### config.mk
export PLATFORM = sky130hd
export DESIGN_NAME = two_wire_sensor_bus_master_top
export DESIGN_NICKNAME = d
export VERILOG_FILES = /design/src/design/tws_pkg.sv /design/src/design/tws_step.sv /design/src/design/tws_out_buf.sv /design/src/design/two_wire_sensor_bus_master_top.sv
export SDC_FILE = /design/constraint.sdc
export NUM_CORES = 1
export LEC_CHECK = 0
export BUFFER_PORTS_ARGS = -buffer_cell sky130_fd_sc_hd__clkbuf_2
export CELL_PAD_IN_SITES_DETAIL_PLACEMENT = 1
export CELL_PAD_IN_SITES_GLOBAL_PLACEMENT = 1
export CORE_UTILIZATION = 44
export DETAILED_ROUTE_END_ITERATION = 10
export PLACE_DENSITY_LB_ADDON = 0.1
export SLEW_MARGIN = 20
export SYNTH_ARGS = -nofsm -noshare
export SYNTH_HDL_FRONTEND = slang
export SYNTH_SLANG_ARGS = --single-unit
### constraint.sdc
create_clock -name clk -period 2.64 [get_ports clk]
set_input_delay 0 -clock clk [delete_from_list [all_inputs] [get_ports clk]]
set_output_delay 0 -clock clk [all_outputs]
set_load 0.01 [all_outputs]
### src/design/tws_pkg.sv
// Types and constants of the two-wire sensor bus master.
package tws_pkg;

  localparam int PHASE_W = 5;
  localparam int COUNT_W = 4;

  // Operation codes
  localparam logic [2:0] OP_TICK     = 3'd0;
  localparam logic [2:0] OP_START    = 3'd1;
  localparam logic [2:0] OP_SEND     = 3'd2;
  localparam logic [2:0] OP_RECEIVE  = 3'd3;
  localparam logic [2:0] OP_CONN_RST = 3'd4;

  // Status codes
  localparam logic [1:0] STATUS_IDLE  = 2'd0;
  localparam logic [1:0] STATUS_BUSY  = 2'd1;
  localparam logic [1:0] STATUS_ERROR = 2'd2;

  // Sequencer phases
  localparam logic [PHASE_W-1:0] PH_IDLE       = 5'd0;
  localparam logic [PHASE_W-1:0] PH_ST_CLK1    = 5'd1;
  localparam logic [PHASE_W-1:0] PH_ST_PULL    = 5'd2;
  localparam logic [PHASE_W-1:0] PH_ST_LCLK0   = 5'd3;
  localparam logic [PHASE_W-1:0] PH_ST_LCLK1   = 5'd4;
  localparam logic [PHASE_W-1:0] PH_ST_REL     = 5'd5;
  localparam logic [PHASE_W-1:0] PH_ST_CLK0    = 5'd6;
  localparam logic [PHASE_W-1:0] PH_FINISH     = 5'd7;
  localparam logic [PHASE_W-1:0] PH_TX_BIT     = 5'd8;
  localparam logic [PHASE_W-1:0] PH_TX_CLK1    = 5'd9;
  localparam logic [PHASE_W-1:0] PH_TX_CLK0    = 5'd10;
  localparam logic [PHASE_W-1:0] PH_TX_ACKREL  = 5'd11;
  localparam logic [PHASE_W-1:0] PH_TX_ACKCLK1 = 5'd12;
  localparam logic [PHASE_W-1:0] PH_TX_ACKCLK0 = 5'd13;
  localparam logic [PHASE_W-1:0] PH_TX_WAIT    = 5'd14;
  localparam logic [PHASE_W-1:0] PH_RX_BIT     = 5'd15;
  localparam logic [PHASE_W-1:0] PH_RX_CLK1    = 5'd16;
  localparam logic [PHASE_W-1:0] PH_RX_CLK0    = 5'd17;
  localparam logic [PHASE_W-1:0] PH_RX_ACK     = 5'd18;
  localparam logic [PHASE_W-1:0] PH_RX_ACKCLK1 = 5'd19;
  localparam logic [PHASE_W-1:0] PH_RX_ACKCLK0 = 5'd20;
  localparam logic [PHASE_W-1:0] PH_RX_ACKREL  = 5'd21;
  localparam logic [PHASE_W-1:0] PH_RST_CLK1   = 5'd22;
  localparam logic [PHASE_W-1:0] PH_RST_CLK0   = 5'd23;
  localparam logic [PHASE_W-1:0] PH_ERROR      = 5'd24;

  localparam logic [COUNT_W-1:0] BITS_PER_BYTE = 4'd8;

  typedef struct packed {
    logic [2:0] operation;
    logic [7:0] tx_byte;
    logic       with_ack;
    logic       data_in;
  } in_t;

  typedef struct packed {
    logic       clock_level;
    logic       data_pull_low;
    logic [1:0] status;
    logic [7:0] received_byte;
  } out_t;

  typedef struct packed {
    logic [PHASE_W-1:0] phase;
    logic [7:0]         shift_byte;
    logic [COUNT_W-1:0] bit_count;
    logic               ack_wanted;
    logic               clock_line;
    logic               data_line_pulled;
  } seq_state_t;

endpackage

### src/design/tws_step.sv
// Next-state and result logic for one bus-master transaction.
module tws_step
  import tws_pkg::*;
#(
  parameter int RESET_PULSES = 12
) (
  input  seq_state_t st,
  input  in_t        item,
  output seq_state_t st_next,
  output out_t       result
);

  localparam logic [COUNT_W-1:0] PULSE_LIMIT = COUNT_W'(RESET_PULSES);

  logic [COUNT_W-1:0] count_inc;
  logic [7:0]         rx_mask;

  assign count_inc = st.bit_count + COUNT_W'(1);
  assign rx_mask   = 8'h80 >> st.bit_count[2:0];

  always_comb begin
    st_next = st;
    unique case (item.operation)
      OP_TICK: begin
        unique case (st.phase)
          PH_ST_CLK1: begin
            st_next.clock_line = 1'b1;
            st_next.phase      = PH_ST_PULL;
          end
          PH_ST_PULL: begin
            st_next.data_line_pulled = 1'b1;
            st_next.phase            = PH_ST_LCLK0;
          end
          PH_ST_LCLK0: begin
            st_next.clock_line = 1'b0;
            st_next.phase      = PH_ST_LCLK1;
          end
          PH_ST_LCLK1: begin
            st_next.clock_line = 1'b1;
            st_next.phase      = PH_ST_REL;
          end
          PH_ST_REL: begin
            st_next.data_line_pulled = 1'b0;
            st_next.phase            = PH_ST_CLK0;
          end
          PH_ST_CLK0: begin
            st_next.clock_line = 1'b0;
            st_next.phase      = PH_FINISH;
          end
          PH_FINISH: begin
            st_next.phase = PH_IDLE;
          end
          PH_TX_BIT: begin
            st_next.data_line_pulled = ~st.shift_byte[7];
            st_next.shift_byte       = {st.shift_byte[6:0], 1'b0};
            st_next.phase            = PH_TX_CLK1;
          end
          PH_TX_CLK1: begin
            st_next.clock_line = 1'b1;
            st_next.phase      = PH_TX_CLK0;
          end
          PH_TX_CLK0: begin
            st_next.clock_line = 1'b0;
            st_next.bit_count  = count_inc;
            st_next.phase      = (count_inc < BITS_PER_BYTE) ? PH_TX_BIT : PH_TX_ACKREL;
          end
          PH_TX_ACKREL: begin
            st_next.data_line_pulled = 1'b0;
            st_next.phase            = PH_TX_ACKCLK1;
          end
          PH_TX_ACKCLK1: begin
            st_next.clock_line = 1'b1;
            st_next.phase      = PH_TX_ACKCLK0;
          end
          PH_TX_ACKCLK0: begin
            st_next.clock_line = 1'b0;
            st_next.phase      = item.data_in ? PH_ERROR : PH_TX_WAIT;
          end
          PH_TX_WAIT: begin
            if (!item.data_in) begin
              st_next.phase = PH_FINISH;
            end
          end
          PH_RX_BIT: begin
            st_next.phase = PH_RX_CLK1;
          end
          PH_RX_CLK1: begin
            st_next.clock_line = 1'b1;
            st_next.phase      = PH_RX_CLK0;
          end
          PH_RX_CLK0: begin
            if (item.data_in) begin
              st_next.shift_byte = st.shift_byte | rx_mask;
            end
            st_next.clock_line = 1'b0;
            st_next.bit_count  = count_inc;
            if (count_inc < BITS_PER_BYTE) begin
              st_next.phase = PH_RX_BIT;
            end else if (st.ack_wanted) begin
              st_next.phase = PH_RX_ACK;
            end else begin
              st_next.phase = PH_FINISH;
            end
          end
          PH_RX_ACK: begin
            st_next.data_line_pulled = 1'b1;
            st_next.phase            = PH_RX_ACKCLK1;
          end
          PH_RX_ACKCLK1: begin
            st_next.clock_line = 1'b1;
            st_next.phase      = PH_RX_ACKCLK0;
          end
          PH_RX_ACKCLK0: begin
            st_next.clock_line = 1'b0;
            st_next.phase      = PH_RX_ACKREL;
          end
          PH_RX_ACKREL: begin
            st_next.data_line_pulled = 1'b0;
            st_next.phase            = PH_FINISH;
          end
          PH_RST_CLK1: begin
            st_next.clock_line = 1'b1;
            st_next.phase      = PH_RST_CLK0;
          end
          PH_RST_CLK0: begin
            st_next.clock_line = 1'b0;
            st_next.bit_count  = count_inc;
            st_next.phase      = (count_inc < PULSE_LIMIT) ? PH_RST_CLK1 : PH_FINISH;
          end
          default: begin
            // idle, error and unused codes: hold
          end
        endcase
      end
      OP_START: begin
        st_next.phase = PH_ST_CLK1;
      end
      OP_SEND: begin
        st_next.shift_byte = item.tx_byte;
        st_next.bit_count  = '0;
        st_next.phase      = PH_TX_BIT;
      end
      OP_RECEIVE: begin
        st_next.shift_byte = '0;
        st_next.bit_count  = '0;
        st_next.ack_wanted = item.with_ack;
        st_next.phase      = PH_RX_BIT;
      end
      OP_CONN_RST: begin
        st_next.bit_count        = '0;
        st_next.data_line_pulled = 1'b0;
        st_next.clock_line       = 1'b0;
        st_next.phase            = PH_RST_CLK1;
      end
      default: begin
        // unused operation codes: hold
      end
    endcase
  end

  always_comb begin
    result.clock_level   = st_next.clock_line;
    result.data_pull_low = st_next.data_line_pulled;
    result.received_byte = st_next.shift_byte;
    if (st_next.phase == PH_IDLE) begin
      result.status = STATUS_IDLE;
    end else if (st_next.phase == PH_ERROR) begin
      result.status = STATUS_ERROR;
    end else begin
      result.status = STATUS_BUSY;
    end
  end

endmodule

### src/design/tws_out_buf.sv
// Two-entry result buffer: output register plus skid entry.
module tws_out_buf
  import tws_pkg::*;
(
  input  logic clk,
  input  logic rst,
  input  logic push,
  input  out_t push_data,
  output logic full,
  output logic out_valid,
  input  logic out_ready,
  output out_t out_data
);

  logic main_valid;
  logic skid_valid;
  out_t main_data;
  out_t skid_data;
  logic pop;

  assign pop       = main_valid && out_ready;
  assign full      = skid_valid;
  assign out_valid = main_valid;
  assign out_data  = main_data;

  always_ff @(posedge clk) begin
    if (rst) begin
      main_valid <= 1'b0;
      skid_valid <= 1'b0;
    end else begin
      if (!main_valid) begin
        main_valid <= push;
      end else if (pop) begin
        if (skid_valid) begin
          skid_valid <= 1'b0;
        end else begin
          main_valid <= push;
        end
      end else if (push) begin
        skid_valid <= 1'b1;
      end
    end
  end

  always_ff @(posedge clk) begin
    if (!main_valid || (pop && !skid_valid)) begin
      main_data <= push_data;
    end else if (pop) begin
      main_data <= skid_data;
    end
    if (main_valid && !pop && push) begin
      skid_data <= push_data;
    end
  end

endmodule

### src/design/two_wire_sensor_bus_master_top.sv
// Top level of the two-wire sensor bus master.
// Usage:
//   Input channel (in_valid/in_ready/in_data) takes one transaction per bus
//   phase: a command (start, send byte, receive byte, connection reset) that
//   loads the sequencer, or a tick carrying the sampled data-line level that
//   advances it by one phase.
//   Output channel (out_valid/out_ready/out_data) returns exactly one result
//   per input transaction: clock level, data pull-low, status and the shift
//   register contents.
//   Timing: each result is registered in the result buffer before it is presented.
//   Throughput: one transaction per cycle while in_ready is high; the
//   sequencer state update is a single short step from the state register
//   to itself. Stalls: results sit in a two-entry buffer. With the receiver
//   stalled the block still takes one more transaction; in_ready drops only
//   when both entries hold results.
//   Reset (rst, synchronous): sequencer idle, shift register and bit counter
//   cleared, clock low, data released, both buffer entries empty.
//   A command may arrive at any time, aborting the sequence in progress;
//   it is the only way out of the error status.
module two_wire_sensor_bus_master_top
  import tws_pkg::*;
#(
  parameter int RESET_PULSES = 12
) (
  input  logic clk,
  input  logic rst,
  input  logic in_valid,
  output logic in_ready,
  input  in_t  in_data,
  output logic out_valid,
  input  logic out_ready,
  output out_t out_data
);

  seq_state_t st;
  seq_state_t st_next;
  out_t       result;
  logic       buf_full;
  logic       accept;

  // Take a new transaction whenever the result buffer has a free entry.
  assign in_ready = !buf_full;
  assign accept   = in_valid && in_ready;

  tws_step #(
    .RESET_PULSES(RESET_PULSES)
  ) u_step (
    .st      (st),
    .item    (in_data),
    .st_next (st_next),
    .result  (result)
  );

  // Advance the sequencer only on an accepted transaction; hold otherwise.
  always_ff @(posedge clk) begin
    if (rst) begin
      st.phase            <= PH_IDLE;
      st.shift_byte       <= '0;
      st.bit_count        <= '0;
      st.ack_wanted       <= 1'b0;
      st.clock_line       <= 1'b0;
      st.data_line_pulled <= 1'b0;
    end else if (accept) begin
      st <= st_next;
    end
  end

  tws_out_buf u_out_buf (
    .clk       (clk),
    .rst       (rst),
    .push      (accept),
    .push_data (result),
    .full      (buf_full),
    .out_valid (out_valid),
    .out_ready (out_ready),
    .out_data  (out_data)
  );

endmodule

# Yosys cells after proc, flatten, opt, wreduce, memory -nomap -nowiden
# Cells that the tools add are included.
# W data, S select, Z words.
[op_classes] add_sub_neg=1 magnitude_cmp=2 n_eq_ne=29 shift=1 mux=25 n_bitwise=2 reduce_logical=24
[op_table] operator="$pmux W5 S22" count=1
[op_table] operator="$eq A5 B5 Y1 const B" count=9
[op_table] operator="$eq A5 B4 Y1 const B" count=8
[op_table] operator="$mux W5" count=5
[op_table] operator="$pmux W5 S5" count=1
[op_table] operator="$mux W12" count=2
[op_table] operator="$pmux W8 S3" count=1
[op_table] operator="$eq A5 B3 Y1 const B" count=4
[op_table] operator="$pmux W8 S2" count=1
[op_table] operator="$reduce_or A7 Y1" count=2
[op_table] operator="$eq A5 B2 Y1 const B" count=2
[op_table] operator="$reduce_or A3 Y1" count=3
[op_table] operator="$lt A4 B4 Y1 const B" count=2
[op_table] operator="$mux W8" count=1
[op_table] operator="$or A8 B8 Y8" count=1
[op_table] operator="$pmux W4 S2" count=1
[op_table] operator="$shr A8 B3 Y8 const A" count=1
[op_table] operator="$eq A3 B2 Y1 const B" count=2
[op_table] operator="$mux W2" count=3
[op_table] operator="$reduce_bool A2 Y1" count=3
[op_table] operator="$eq A5 B1 Y1 const B" count=1
[op_table] operator="$logic_and A1 B1 Y1" count=5
[op_table] operator="$logic_not A5 Y1" count=1
[op_table] operator="$mux W1" count=5
[op_table] operator="15 further kinds" count=19
[totals] reg_bits=46

# Longest topological paths before layout
# Gate-level depths: netlist of the first run.
[depth] depth_word=9 depth_mapped=8 mapped_depth_nobuf=7

# Modules after synthesis
# From an unflattened synthesis of the first run, not the netlist that was laid out.
[unflattened] cells_unflattened=335 hier_area_um2=3153.0
[modules_own_cells] module="tws_step" n_inst=1 cells_per_inst=196 area_per_inst_um2=1239.9
[modules_own_cells] module="tws_out_buf" n_inst=1 cells_per_inst=47 area_per_inst_um2=989.7
[modules_own_cells] module="two_wire_sensor_bus_master_top" n_inst=1 cells_per_inst=92 area_per_inst_um2=923.4

# Worst setup path before layout of the first run
# No wires, ideal clock.
[synth_timing] path_type="flip-flop to flip-flop" start="register, netlist name st[19]" end="register u_out_buf.main_data (netlist bit u_out_buf.out_data[0]) (data pin)" t_arrival_ps=1822 required_time_ps=2365 slack_ps=543 stages_incl_launch_ff=7 synth_period_minus_slack_ps=2097 path_cell_list="dfxtp_1 > buf_2 > or3b_4 > o41a_1 > or2_4 > a222oi_1 > a21oi_1"
[synth_between] elab_chain_cells=4 elab_cells_between_ends=5 classes_between="eq/ne: 2; mux: 3"
[synth_lines] item="$eq A5 B5 Y1 / $eq A5 B4 Y1 (equally long branches)" line_no="tws_step.sv:25" text="unique case (st.phase)"
[synth_lines] item="$pmux W8 S2 *" line_no="tws_step.sv:25"
[synth_lines] item="$pmux W8 S3 *" line_no="tws_step.sv:23" text="unique case (item.operation)"
[synth_lines] item="$mux W12 *" line_no="tws_out_buf.sv:46" text="if (!main_valid || (pop && !skid_valid)) begin"
[synth_lines] item="to (signal assigned)" line_no="tws_out_buf.sv:47" text="main_data <= push_data;"
[synth_lines] item="to (signal assigned)" line_no="tws_out_buf.sv:49" text="main_data <= skid_data;"
[synth_lines] item="to (decl)" line_no="tws_out_buf.sv:17" text="out_t main_data;"
# Mark *: on every way between the ends. The rest lies on a longest branch, timed or not.
# A chain may end at the register's enable or synchronous reset.

# Final worst setup path of the first run
[layout_timing] start="register, netlist name st[16]" end="register u_out_buf.main_data (netlist bit u_out_buf.out_data[5]) (data pin)"
[layout_between] elab_chain_cells=4 elab_cells_between_ends=5 classes_between="eq/ne: 2; mux: 3"
[layout_lines] item="$eq A5 B5 Y1 / $eq A5 B4 Y1 (equally long branches)" line_no="tws_step.sv:25"
[layout_lines] item="$pmux W8 S2 *" line_no="tws_step.sv:25"
[layout_lines] item="$pmux W8 S3 *" line_no="tws_step.sv:23"
[layout_lines] item="$mux W12 *" line_no="tws_out_buf.sv:46"
# Marked as above.

==> flow_summary.ini, run 1 <==
[timing]
finalHoldViolations = 0
whs_ps = 22.1
worstMarginPinSlew_ps = 599
slew_headroom = 0.596
fmax_ghz = 0.414
period_needed_ps = 2410
drv_slew = 0
finalCritPeriodShare = 0.915
setup_viol = 0
rsz0062_at_grt = false
setup_ws_ps = 225
skew_ps = 7.19
setup_tns_ps = 0

[clock_network]
clockBufferDepth = 2
clk_pin_slew_ps = 90
cts_tree = built
cts_buffers = 5
post_cts_buffers = 0
cts_root_buf = clkbuf_8
htreeDepth = 2
clock_sinks = 46
clkLatencyLatePin_ps = 300

[worst_setup_path]
critPathArrivalTime_ps = 2430
setup.worst_path.end_class = flop
max_stage_delay_ps = 470
cp-start-kind = flop
worstSetupPathType = flop to flop
path_cells = or3b_4, o41a_1, or2_4, a222oi_1, a21oi_1
crit_family = compound AO/OA/AOI/OAI gates
crit_slowest_cell = a222oi_1
path_max_fanout = 9
cp_data_required_time_ps = 2660
worst-path-buf-inv = 0

[routing]
drt_wl_total_um = 8160
vias = 2566
via_per_inst = 6.10
drc = 0
antenna_left = 0
avgRoutedWirePerCell_um = 19.4
drt_iter0_drc = 203
first_pass_iters = 4

[global_route]
grt.overflow.total = 0
grt_pass1_vias = 2469
antenna_found_initial = 0
grt_pass1_wl_um = 12900
track_usage = 0.267
grt_max_degree = 23

[floorplan]
die_w_um = 81.2
start_util = 0.461
fp-row-count = 28
dieArea_um2 = 6600
core_region_area_um2 = 5990
ios = 31
die_h_um = 81.2

[yosys]
synth-edff-count = 24
syn-num-nets = 336
netlist_area_um2 = 2760
async_flop_share = 0
ys_seq_elements = 46
ys_types = 58
avgSynthCellArea_um2 = 8.83
postSynthCellCount = 313
synth_ff_type = edfxtp_1
ys.warnings.count = 0
yosysSeqAreaShare = 0.420

[finish]
finish.utilization = 0.523
layout.nets = 368
drive_above_1_share = 0.185
syn2layout_area_growth_pct = 13.5
antennaDiodeCount = 0
fill_cells = 742

[power]
p_leak_nw = 1.26
power.density_nw_per_um2 = 526
ir_worst_vdd_uv = 299

[placed_design]
place_congestion = 0.913
dp_slack_ps = 240
io_buffers = 30
dp_hpwl_um = 5910

[hold_path]
hp-class = primary input to flop

[status]
outcome = complete, no violations

[job]
cap_violations = 0
[worst register-to-register path, stage by stage (launching register included)]
cell and delay, ps:
dfxtp_1 440, or3b_4 460, o41a_1 350, or2_4 260
a222oi_1 470, a21oi_1 150
[timing repair]
| item | CTS | global route |
|---|---|---|
| hold buffers | 2 | 0 |
| resized for setup | 0 | 1 |
| setup endpoints to repair | 0 | 4 |
| endpoints found under the hold margin | 2 | 0 |
[cell families (layout without fill, tap and decap cells)]
logic type / Yosys count / in the layout / synth area share
AOI/OAI and AO/OA: 94 / 94 / 0.244
xor gates and xnor gates: 6 / 6 / 0.0190
adders and majority gates: 6 / 6 / 0.0272
buffers and inverters: 44 / 77 / 0.0670
DFF: 46 / 46 / 0.420
muxes: 9 / 9 / 0.0349
and+or+nand+nor: 108 / 108 / 0.188
[cell usage in the layout (no fill, tap or decap), drive strengths merged, types with 2 or more instances in the layout]
cell type	instances
dlygate4sd3	2
nor3	7
nor2b	4
a211o	2
mux2i	4
a211oi	12
a41o	2
a21boi	2
a31oi	3
mux2	5
nand2	27
clkbuf	36
xnor2	4
o311ai	3
a22o	2
a21o	2
edfxtp	24
dfxtp	22
inv	21
o221ai	5
nand2b	8
nand3	5
a32oi	5
nor2	40
a311oi	2
ha	6
and3	4
a222oi	3
nand4	4
xor2	2
o21ai	12
buf	17
nor4	2
a21oi	22
o31ai	3
a22oi	2
[layout make-up]
type	count	area, µm²	area share
timing repair buffer	49	298	0.0950
inverter	20	75.1	0.0240
clock buffer	6	72.6	0.0232
multi-input combinational	223	1420	0.453
clock inverter	2	12.5	0.00399
sequential	46	1160	0.370
tap	75	93.8	0.0299
[per-layer routing]
layer / GRT usage / vias to the layer above / wire (µm)
li1: - / 1217 / -
met1: 0.356 / 1260 / 3590
met2: 0.437 / 77 / 4020
met3: 0.0427 / 12 / 397
met4: 0.0911 / 0 / 152
met5: 0 / - / 0
[flip-flops by register name (all words and copies together), names as in the netlist]
register	cells
st	20
u_out_buf.out_data	12
u_out_buf.skid_data	12
u_out_buf.full	1
u_out_buf.out_valid	1
[where the power goes]
group / switching (mW) / total (mW) / internal [mW] / leakage (nW)
clock: 0.246 / 0.433 / 0.188 / 0.0432
combinational: 0.225 / 0.370 / 0.145 / 0.792
sequential: 0.0360 / 0.846 / 0.810 / 0.426
total: 0.507 / 1.65 / 1.14 / 1.26
[worst paths after layout]
kind	from	endpoint	slack, ps	cells past startpoint
max	st[16]	u_out_buf.out_data[5]	230	5
min	in_valid	u_out_buf.full	20	3
max reg2reg	st[16]	u_out_buf.out_data[5]	230	5
min reg2reg	st[8]	st[8]	490	2
[cells in the mapped netlist, drive strengths merged (2+ instances only)]
library cell	n	area (µm²)
nor2	40	150
nand2	27	101
edfxtp	24	721
a21oi	22	110
dfxtp	22	440
inv	20	75.1
clkbuf	14	52.6
a211oi	12	90.1
o21ai	12	60.1
buf	10	57.6
nand2b	8	50.1
nor3	7	46.3
ha	6	75.1
a32oi	5	43.8
mux2	5	56.3
nand3	5	25.0
o221ai	5	43.8
and3	4	25.0
mux2i	4	40.0
nand4	4	25.0
nor2b	4	25.0
xnor2	4	35.0
a222oi	3	30.0
a31oi	3	18.8
o311ai	3	26.3
o31ai	3	22.5
a211o	2	17.5
a21boi	2	15.0
a21o	2	15.0
a22o	2	17.5
a22oi	2	15.0
a311oi	2	17.5
a41o	2	20.0
nor4	2	12.5
xor2	2	17.5
[stage by stage]
stage,total power [mW],area [µm²],cells
6_report,1.65,3130,421
3_5_place_dp,1.22,3020,411
4_1_cts,1.66,3130,421
3_3_place_gp,1.22,3020,411
5_1_grt,1.72,3130,421
2_1_floorplan,1.09,2760,313
(Power assumes the default switching activity.)
==> run 2, diff against run 1 <==
==> constraint.sdc (replaced) <==
create_clock -name clk -period 2.64 [get_ports clk]
set_input_delay 0.264 -clock clk [delete_from_list [all_inputs] [get_ports clk]]
set_output_delay 0.264 -clock clk [all_outputs]
set_load 0.01 [all_outputs]
==> flow_summary.ini, run 2 (synthesis gave the netlist of run 1 again) <==
[routing]
avgRoutedWirePerCell_um = 19.9
antenna_left = 0
via_per_inst = 6.20
vias = 2604
wl_met2_um = 4080
drt-met1-wl_um = 3710
drt_wl_total_um = 8340
drc = 0
first_pass_iters = 4
met3_length_um = 331
drt_iter0_drc = 192
dr.max_layer_used = met4

[worst_setup_path]
cp-start-kind = flop
worstSetupPathType = flop to flop
path_max_fanout = 15
critPathArrivalTime_ps = 2490
setup.worst_path.end_class = flop
reg2regPathDepth = 7
cp_data_required_time_ps = 2710

[timing]
worstMarginPinSlew_ps = 577
setup_tns_ps = 0
finalHoldViolations = 0
setup_viol = 0
period_needed_ps = 2420
finalCritPeriodShare = 0.918
drv_slew = 0
skew_ps = 7.57
fmax_ghz = 0.412
slew_headroom = 0.614
rsz0062_at_grt = false

[clock_network]
cts_resized = 0
htreeDepth = 2
post_cts_buffers = 0
cts_buffers = 5
ctsHoldBuffers = 0
clock_sinks = 46
cts_tree = built
clkLatencyLatePin_ps = 300
clockBufferDepth = 2
clk_pin_slew_ps = 90
cts_root_buf = clkbuf_8

[global_route]
grt.overflow.total = 0
track_usage = 0.279
antenna_found_initial = 0
grt_pass1_wl_um = 13700
grt_pass1_vias = 2638
grt_max_degree = 23

[placed_design]
io_buffers = 30
dp_hpwl_um = 6240
placed_area_um2 = 3030
place_congestion = 0.916

[floorplan]
die_w_um = 81.2
fp-row-count = 28
start_util = 0.461
dieArea_um2 = 6600
ios = 31
die_h_um = 81.2
core_region_area_um2 = 5990

[finish]
syn2layout_area_growth_pct = 13.0
seqCellArea_um2 = 1160
fill_cells = 755
largest_reg_flops = 20
drive_above_1_share = 0.188
mostFrequentLayoutCells = nor2_1 (40), clkbuf_2 (30), nand2_1 (27)
layout.nets = 367
final_common_cell = nor2_1
antennaDiodeCount = 0
finalInstanceArea_um2 = 3120
largest-register = st
multi_input_area_um2 = 1420

[power]
p_leak_nw = 1.26
power.density_nw_per_um2 = 532
ir_worst_vdd_uv = 319

[hold_path]
whs_path_depth = 2
hp-class = primary input to flop

[status]
outcome = complete, no violations

[job]
cap_violations = 0
## run 2: changes by cell type in the layout (fill, tap and decap cells not counted)
| cell | change |
|---|---|
| dlygate4sd3_1 | -2 |
| buf_4 | +1 |
## run 2: power by group
part           leakage, nW  switching [mW]  internal, mW
Clock               0.0432           0.254         0.188
Combinational        0.788           0.226         0.145
Sequential           0.426          0.0380         0.810
## run 2: worst max-delay path, stage by stage (launching register included)
cell      delay (ps)
dfxtp_1          660
buf_4            310
nor2_1           120
a21boi_0         280
o21ai_0          120
a32oi_1          340
nor3_2           130
a41o_1           220
## run 2: final timing paths
check | from | endpoint | slack (ps)
hold / removal | out_ready | u_out_buf.full | 150
hold reg to reg | st[8] | st[8] | 490
setup reg to reg | st[17] | u_out_buf.out_data[9] | 220
setup / recovery | st[17] | u_out_buf.out_data[9] | 220
## run 2: layer usage
metal	up-vias	track usage
met2	68	0.466
met1	1293	0.357
li1	1221	-
met3	22	0.0528
met5	-	0
met4	0	0.104
## run 2: area by class of cell
class                   count  share of cell area
multi-input cells         223               0.455
flip-flops and latches     46               0.372
clock buffers               6              0.0232
well taps                  75              0.0301
repair buffers             48              0.0914
inverters                  20              0.0240
clock inverters             2             0.00401
## run 2: metrics by stage
stage	hold slack [ps]	cells	utilization	total power, mW	setup slack, ps
floorplan	336	313	-	1.09	543
global placement	466	412	0.506	1.22	288
detailed placement	472	412	0.506	1.23	176
CTS	146	420	0.520	1.66	164
global route	148	420	0.521	1.74	45.1
finish	151	420	0.521	1.66	215
==> run 3, diff against run 2 <==
- CORE_ASPECT_RATIO: unset -> 1.1
- REMOVE_ABC_BUFFERS: unset -> 1
- SETUP_SLACK_MARGIN: unset -> 0.1
==> flow_summary.ini, run 3 (synthesis gave the netlist of run 1 again) <==
[placed_design]
dp_hpwl_um = 5920
dp_slack_ps = 176
place_congestion = 0.902
io_buffers = 30

[routing]
drc = 0
first_pass_iters = 4
vias = 2517
antenna_left = 0
avgRoutedWirePerCell_um = 18.6
drt_iter0_drc = 133
drt_wl_total_um = 7890
via_per_inst = 5.94

[clock_network]
cts_buffers = 5
cts_tree = built
cts_root_buf = clkbuf_8
clk_pin_slew_ps = 90
htreeDepth = 2
clockBufferDepth = 2
ctsHoldBuffers = 0
clock_sinks = 46
clkLatencyLatePin_ps = 300

[global_route]
antenna_found_initial = 0
grt_pass1_wl_um = 12800
grt_pass1_vias = 2476
grt.overflow.total = 0
grt_max_degree = 23
track_usage = 0.247

[timing]
slew_headroom = 0.585
skew_ps = 9.08
rsz0062_at_grt = false
drv_slew = 0
finalHoldViolations = 0
setup_viol = 0
fmax_ghz = 0.411
finalCritPeriodShare = 0.922
setup_ws_ps = 207
period_needed_ps = 2430
worstMarginPinSlew_ps = 615
setup_tns_ps = 0

[floorplan]
fp-row-count = 29
core_region_area_um2 = 5910
die_w_um = 77.6
start_util = 0.467
die_h_um = 85.1
dieArea_um2 = 6600
ios = 31

[worst_setup_path]
max_stage_delay_ps = 660
cp-start-kind = flop
path_max_fanout = 14
crit_slowest_cell = dfxtp_1
path_cells = a21bo_2, a21oi_1, a211oi_1, o311ai_0, nor3_2, a41o_1
setup.worst_path.end_class = flop
worstSetupPathType = flop to flop
cp_data_required_time_ps = 2700
critPathArrivalTime_ps = 2490

[power]
power.density_nw_per_um2 = 579
ir_worst_vdd_uv = 211
p_leak_nw = 1.29

[finish]
final_common_cell = nor2_1
syn2layout_area_growth_pct = 15.5
largest-register = st
drive_above_1_share = 0.199
mostFrequentLayoutCells = nor2_1 (40), clkbuf_2 (30), nand2_1 (27)
largest_reg_flops = 20
antennaDiodeCount = 0
layout.nets = 369

[job]
cap_violations = 0

[status]
outcome = complete, no violations

[hold_path]
hp-class = primary input to flop
==> run 3: cell count changes in the layout (fill, tap and decap cells not counted), sizes merged <==
| cell | previous run | this run |
|---|---|---|
| inv | 21 | 20 |
| clkbuf | 36 | 35 |
| bufinv | 0 | 2 |
| buf | 18 | 20 |
==> run 3: critical path: cells and delay by family, from the launching register on <==
| family | cells | cell delay, ps |
|---|---|---|
| compound gates | 5 | 1380 |
| flops | 1 | 660 |
| simple gates | 1 | 150 |
==> run 3: metal layers <==
layer / routed length (µm) / share of wire / track usage
met5: 0 / 0 / 0
met3: 243 / 0.031 / 0.0323
met1: 3660 / 0.46 / 0.329
met4: 94 / 0.012 / 0.0600
met2: 3890 / 0.49 / 0.425
==> run 3: path summary, 6_finish.rpt <==
| check | slack [ps] | end | startpoint | cells past startpoint |
|---|---|---|---|---|
| hold reg to reg | 500 | st[10] | st[10] | 2 |
| setup / recovery | 210 | u_out_buf.out_data[9] | st[17] | 6 |
| setup reg to reg | 210 | u_out_buf.out_data[9] | st[17] | 6 |
| hold / removal | 160 | u_out_buf.full | out_ready | 2 |
==> run 3: area by class of cell <==
| cell class | instances | area, µm² |
|---|---|---|
| clock buffer | 5 | 68.8 |
| clock inverter | 3 | 68.8 |
| fill | 718 | 2720 |
| inverter | 20 | 75.1 |
| multi-input combinational | 223 | 1420 |
| sequential | 46 | 1160 |
| tap | 77 | 96.3 |
| timing repair buffer | 50 | 300 |
==> run 3: power breakdown <==
group | total [mW] | switching [mW] | internal (mW)
registers | 0.849 | 0.0388 | 0.810
logic | 0.368 | 0.221 | 0.147
clock network | 0.630 | 0.251 | 0.379
==> run 3: repair_timing <==
| item | CTS | global route |
|---|---|---|
| hold endpoints to repair | 0 | 0 |
| setup endpoints to repair | 0 | 6 |
| resized for setup | 0 | 1 |
| setup buffers | 0 | 2 |
==> run 3: per-stage QoR <==
stage / area (µm²) / hold slack, ps / utilization / power [mW] / cells
CTS: 3170 / 156 / 0.536 / 1.85 / 422
global route: 3190 / 171 / 0.540 / 1.93 / 424
global placement: 3030 / 474 / 0.513 / 1.21 / 414
finish: 3190 / 157 / 0.540 / 1.85 / 424
detailed placement: 3030 / 473 / 0.513 / 1.22 / 414
floorplan: 2650 / 333 / - / 1.07 / 289
